$ cat src/hw/rtl/yaw_pitch_camera_update_macros.svh
// assertion macros for the yaw/pitch camera block
// no dependencies; define ASSERT_OFF to drop all assertions
`ifndef YAW_PITCH_CAMERA_UPDATE_MACROS_SVH
`define YAW_PITCH_CAMERA_UPDATE_MACROS_SVH
`ifndef ASSERT_OFF
`define YPC_ASSERT(lbl, clk, rst_n, prop) \
  lbl: assert property (@(posedge clk) disable iff (!rst_n) prop) else $error("assertion failed");
`define YPC_ASSERT_ALWAYS(lbl, clk, prop) \
  lbl: assert property (@(posedge clk) prop) else $error("assertion failed");
`else
`define YPC_ASSERT(lbl, clk, rst_n, prop)
`define YPC_ASSERT_ALWAYS(lbl, clk, prop)
`endif
`endif

$ cat src/hw/rtl/ypc_pkg.sv
// shared types and constants for the yaw/pitch camera block
// no dependencies
package ypc_pkg;

  localparam int unsigned CordicSteps = 28;
  localparam int unsigned StepW = 5;

  localparam logic [1:0] ModeRotate    = 2'd0;
  localparam logic [1:0] ModeMove      = 2'd1;
  localparam logic [1:0] ModeTranslate = 2'd2;
  localparam logic [1:0] ModeReport    = 2'd3;

  localparam logic [1:0] CfgGain  = 2'd0;
  localparam logic [1:0] CfgStep  = 2'd1;
  localparam logic [1:0] CfgSight = 2'd2;

  localparam logic signed [33:0] CordicGainQ30 = 34'sd652032874;

  // datapath operations driven by the controller
  typedef enum logic [3:0] {
    OP_NONE,
    OP_LOAD,      // clear move deltas, update angles, translate
    OP_CORDIC_Y,  // set up cordic on yaw
    OP_ITER,      // one cordic step
    OP_SAVE_Y,    // store yaw sin/cos, set up cordic on pitch
    OP_SAVE_P,    // store pitch sin/cos
    OP_MUL,       // one multiply step on the shared multiplier, index from controller
    OP_OUT        // load output register
  } ypc_op_e;

  typedef enum logic [3:0] {
    ST_IDLE, ST_LOAD, ST_CY, ST_ITY, ST_SY, ST_ITP, ST_SP, ST_MUL, ST_OUT, ST_WAIT
  } ypc_state_e;

  typedef struct packed {
    ypc_op_e          op;
    logic [StepW-1:0] idx;
  } ypc_cmd_t;

  typedef struct packed {
    logic is_rotate;
    logic out_busy;
  } ypc_sts_t;

  function automatic logic signed [31:0] atan_turn(input logic [StepW-1:0] i);
    case (i)
      5'd0: return 32'sd536870912;  5'd1: return 32'sd316933406;
      5'd2: return 32'sd167458907;  5'd3: return 32'sd85004756;
      5'd4: return 32'sd42667331;   5'd5: return 32'sd21354465;
      5'd6: return 32'sd10679838;   5'd7: return 32'sd5340245;
      5'd8: return 32'sd2670163;    5'd9: return 32'sd1335087;
      5'd10: return 32'sd667544;    5'd11: return 32'sd333772;
      5'd12: return 32'sd166886;    5'd13: return 32'sd83443;
      5'd14: return 32'sd41722;     5'd15: return 32'sd20861;
      5'd16: return 32'sd10430;     5'd17: return 32'sd5215;
      5'd18: return 32'sd2608;      5'd19: return 32'sd1304;
      5'd20: return 32'sd652;       5'd21: return 32'sd326;
      5'd22: return 32'sd163;       5'd23: return 32'sd81;
      5'd24: return 32'sd41;        5'd25: return 32'sd20;
      5'd26: return 32'sd10;        5'd27: return 32'sd5;
      default: return 32'sd0;
    endcase
  endfunction

  function automatic logic signed [31:0] sat32(input logic signed [35:0] v);
    if (v > 36'sd2147483647) return 32'sh7fffffff;
    if (v < -36'sd2147483648) return 32'sh80000000;
    return v[31:0];
  endfunction

  function automatic logic signed [17:0] clamp_unit(input logic signed [33:0] v);
    if (v > 34'sd65536) return 18'sd65536;
    if (v < -34'sd65536) return -18'sd65536;
    return v[17:0];
  endfunction

endpackage

$ cat src/hw/rtl/ypc_ctrl.sv
// controller state machine for the yaw/pitch camera block
// depends on ypc_pkg
module ypc_ctrl (
  input  logic              clk_i,
  input  logic              rst_ni,
  input  logic              in_fire_i,
  input  ypc_pkg::ypc_sts_t sts_i,
  output ypc_pkg::ypc_cmd_t cmd_o,
  output logic              busy_o
);
  import ypc_pkg::*;

  ypc_state_e       state_q, state_d;
  logic [StepW-1:0] cnt_q, cnt_d;

  // next state
  always_comb begin
    state_d = state_q;
    cnt_d   = cnt_q;
    case (state_q)
      ST_IDLE: if (in_fire_i) state_d = ST_LOAD;
      ST_LOAD: begin
        cnt_d   = '0;
        state_d = sts_i.is_rotate ? ST_CY : ST_MUL;
      end
      ST_CY:  begin cnt_d = '0; state_d = ST_ITY; end
      ST_ITY: begin
        cnt_d = cnt_q + 1'b1;
        if (cnt_q == StepW'(CordicSteps - 1)) state_d = ST_SY;
      end
      ST_SY:  begin cnt_d = '0; state_d = ST_ITP; end
      ST_ITP: begin
        cnt_d = cnt_q + 1'b1;
        if (cnt_q == StepW'(CordicSteps - 1)) state_d = ST_SP;
      end
      ST_SP:  begin cnt_d = '0; state_d = ST_MUL; end
      // steps 0..3: view/up products, 4: copy pitch sin/cos, 6..8: move deltas, 9..11: look offsets
      ST_MUL: begin
        cnt_d = cnt_q + 1'b1;
        if (cnt_q == StepW'(11)) state_d = ST_WAIT;
      end
      ST_WAIT: if (!sts_i.out_busy) state_d = ST_OUT;
      ST_OUT:  state_d = ST_IDLE;
      default: state_d = ST_IDLE;
    endcase
  end

  // command outputs
  always_comb begin
    cmd_o.op  = OP_NONE;
    cmd_o.idx = cnt_q;
    busy_o    = (state_q != ST_IDLE);
    case (state_q)
      ST_LOAD: cmd_o.op = OP_LOAD;
      ST_CY:   cmd_o.op = OP_CORDIC_Y;
      ST_ITY:  cmd_o.op = OP_ITER;
      ST_SY:   cmd_o.op = OP_SAVE_Y;
      ST_ITP:  cmd_o.op = OP_ITER;
      ST_SP:   cmd_o.op = OP_SAVE_P;
      ST_MUL:  cmd_o.op = OP_MUL;
      ST_OUT:  cmd_o.op = OP_OUT;
      default: cmd_o.op = OP_NONE;
    endcase
  end

  always_ff @(posedge clk_i or negedge rst_ni) begin
    if (!rst_ni) begin
      state_q <= ST_IDLE;
      cnt_q   <= '0;
    end else begin
      state_q <= state_d;
      cnt_q   <= cnt_d;
    end
  end

  `include "yaw_pitch_camera_update_macros.svh"
  `YPC_ASSERT(a_accept_idle, clk_i, rst_ni, in_fire_i |-> state_q == ST_IDLE)
  `YPC_ASSERT(a_load_next, clk_i, rst_ni, in_fire_i |=> state_q == ST_LOAD)
  `YPC_ASSERT(a_cnt_range, clk_i, rst_ni, state_q == ST_MUL |-> cnt_q <= StepW'(11))
endmodule

$ cat config.mk
export PLATFORM = sky130hd
export DESIGN_NAME = ypc_ctrl
export DESIGN_NICKNAME = d
export VERILOG_FILES = /design/src/hw/rtl/ypc_pkg.sv /design/src/hw/rtl/ypc_ctrl.sv
export VERILOG_INCLUDE_DIRS = /design/src /design/src/hw/rtl
export SDC_FILE = /design/constraint.sdc
export NUM_CORES = 1
export LEC_CHECK = 0
export ABC_AREA = 1
export BUFFER_PORTS_ARGS = -buffer_cell sky130_fd_sc_hd__buf_2
export CAP_MARGIN = 10
export CORE_MARGIN = 1
export CORE_UTILIZATION = 45
export DETAILED_ROUTE_END_ITERATION = 8
export PLACE_DENSITY = 0.7
export SYNTH_ARGS = -nofsm -noshare
export SYNTH_HDL_FRONTEND = slang
export SYNTH_SLANG_ARGS = --single-unit
$ cat constraint.sdc
create_clock -name clk_i -period 2.7 [get_ports clk_i]
set_clock_uncertainty 0.1 [all_clocks]
set_input_delay 0 -clock clk_i [delete_from_list [all_inputs] [get_ports clk_i]]
set_output_delay 0 -clock clk_i [all_outputs]
set_load 0.03 [all_outputs]
==> impl_metrics.json <==
{
  "synth_area_leader": "dfrtp_1",
  "insertedDiodeCount": 0,
  "cts-buffers-inserted": 3,
  "timing.final.crit_share": 0.607,
  "post_synthesis_cell_area_sq_um": 722,
  "critPathArrivalTime_ns": 1.54,
  "vdd.ir_drop.worst_uv": 600,
  "setup.worst_path.start_class": "flop",
  "top_layer": "met4",
  "cts.sink_count": 9,
  "std_cell_rows": 14,
  "ys_top_cells_by_area": "dfrtp_1, nand2_1, ha_1",
  "worst_skew_pair_later_pin_latency_ns": 0.27,
  "first_iter_violations": 15,
  "starting_density": 0.479,
  "grt_start_max_net_pins": 10,
  "total_routed_wire_length_on_the_met1_layer_um": 799,
  "dr_total_vias": 674,
  "ys_warn_count": 0,
  "final_count_of_pins_violating_max_slew": 0,
  "wl_met2_um": 627,
  "fp.dieH_um": 42.1,
  "place.detailed.hpwl_um": 1140,
  "leakagePower_nw": 0.436,
  "wp_data_required_ns": 2.60,
  "combPwrFrac": 0.667,
  "synth-seq-area-share": 0.312,
  "detailroute.wirelength.met3_um": 62,
  "synth_cells": 96,
  "global_route_wire_length_before_repair_um": 2500,
  "grtUsageTotal": 0.189,
  "port_bufs": 13,
  "report.final.hold_viol_count": 0,
  "power.share.clock": 0.095,
  "final-instance-count-excl-fill": 129,
  "seq_power_share": 0.238,
  "critical_path_class": "reg -> out",
  "post-place-ws_ns": 1.15,
  "tritoncts": "done",
  "fin_nets": 124,
  "synth.ff_latch_count": 9,
  "final.setup.worst_slack_ns": 1.06,
  "ant_nets": 0,
  "ios": 15,
  "clock_path_buffers": 2,
  "dieArea_sq_um": 1770,
  "tritonroute_pass_1_iters": 4,
  "die_w_um": 42.1,
  "clock.fmax_mhz": 610,
  "power_report.internal_total_uw": 486,
  "stdcell_area_sq_um": 835,
  "avgRoutedWirePerCell_um": 11.7,
  "yosysUniqueCellTypes": 25,
  "dp_cells": 123,
  "p_r_area_growth_vs_syn_pct": 15.6,
  "holdCritPathClass": "in -> async",
  "placed_area_sq_um": 788,
  "power.density_nw_per_um2": 1330,
  "drt_drc_violations_left": 0,
  "ctsHtreeMaxLevel": 1,
  "wirelength_um": 1510,
  "final_cell_mix": "nand2_1, buf_2, inv_1, nand3_1, dfrtp_1",
  "setup.worst_path.end_class": "output port",
  "clk_transition_reported_paths_ns": 0.06,
  "design.core.area_sq_um": 1510,
  "leading_cell_type_in_the_layout_fill_and_taps_excluded": "nand2_1",
  "fin_util": 0.554,
  "outcome": "finished, final reports clean",
  "antenna_found_initial": 0,
  "drive_above_1_share": 0.265,
  "power_switching_share": 0.563,
  "grt_setup_unrepaired": "false",
  "vias_per_cell": 5.22,
  "gp_congestion": 0.890,
  "max_fo_critical_path": 5,
  "count_of_final_setup_violators": 0,
  "switching_power_uw": 625,
  "synth_top_area_share": 0.312,
  "layout_min_cycle_time_ns": 1.64,
  "grt_pass1_vias": 586,
  "cap_violations": 0,
  "synthesis.nets": 106,
  "ctsRootBufferMaster": "clkbuf_4",
  "synthesis.area_per_instance_sq_um": 7.52,
  "timing.setup.tns_ns": 0,
  "globalRouteOverflowTotal": 0
}
power groups by stage:
| stage | Clock, mW | Combinational, mW | Sequential [mW] |
|---|---|---|---|
| 3_5_place_dp | 0 | 0.728 | 0.264 |
| 2_1_floorplan | 0 | 0.555 | 0.281 |
| 4_1_cts | 0.110 | 0.738 | 0.263 |
| 3_3_place_gp | 0 | 0.726 | 0.262 |
| 6_report | 0.106 | 0.741 | 0.264 |
| 5_1_grt | 0.117 | 0.818 | 0.273 |
final cells by class:
type	instances	area, sq um
fill	160	672
multi-input combinational	71	425
sequential	9	225
timing repair buffer	15	85.1
inverter	14	52.6
clock buffer	4	26.3
tap	16	20.0
flip-flops by register name, summed over array words and instances, names as in the netlist:
register and cells:
state_q 4, cnt_q 5
through the flow:
stage,hold WS [ns],power [mW]
6_report,0.0102,1.11
5_1_grt,0.0306,1.21
4_1_cts,0.0137,1.11
3_5_place_dp,-0.238,0.992
3_3_place_gp,-0.237,0.988
2_1_floorplan,-0.396,0.836
worst paths after layout:
check / slack [ns] / from / cells past startpoint / to
max: 1.06 / state_q[0]$_DFFE_PN0P_ / 5 / cmd_o[5]
min: 0.01 / rst_ni / 2 / state_q[3]$_DFFE_PN0P_
max reg2reg: 1.12 / state_q[1]$_DFFE_PN0P_ / 7 / cnt_q[0]$_DFFE_PN0P_
min reg2reg: 0.43 / cnt_q[0]$_DFFE_PN0P_ / 1 / cnt_q[0]$_DFFE_PN0P_
max in group asynchronous: 2.31 / rst_ni / 2 / state_q[1]$_DFFE_PN0P_
min in group clk_i: 0.11 / sts_i[1] / 5 / state_q[2]$_DFFE_PN0P_
Yosys cell counts:
master	count
nand4_2	1
inv_2	2
nand3_2	3
conb_1	1
dfrtp_1	9
o21ai_0	4
xor2_1	1
a21oi_2	1
nor2_1	3
o21ai_1	4
nand2_2	1
inv_1	12
o21ai_2	2
or2_2	1
buf_4	1
nor2_4	2
nand3_1	11
nor2_2	1
nand4_1	5
o211ai_1	1
nand3b_1	1
a21oi_1	1
ha_1	5
buf_6	1
nand2_1	22
cell families (layout without fill, tap and decap cells):
group	count (synthesis)	in the layout	synth area share
AO/OA/AOI/OAI	13	13	0.109
XOR/XNOR	1	1	0.0121
adder cells (fa/ha/maj)	5	5	0.0867
buffers and inverters	16	33	0.0988
flip-flops	9	9	0.312
other	1	1	0.00519
AND/OR/NAND/NOR	51	51	0.376
worst max-delay path: stages (launching register included):
cell     delay (ns)
dfrtp_1        0.43
inv_1          0.12
ha_1           0.24
nand3_1        0.14
nand3_1        0.13
buf_2          0.21
per-layer routing:
layer,global-route usage,vias up
li1,-,351
met2,0.263,18
met4,0.0875,0
met5,0,-
met3,0.0690,4
met1,0.261,301
repair_timing:
action,CTS,global route
hold buffers,2,0
gates resized for setup,0,0
setup buffers,0,0
endpoints found under the hold margin,10,0
Power figures use the tool's default switching activity.
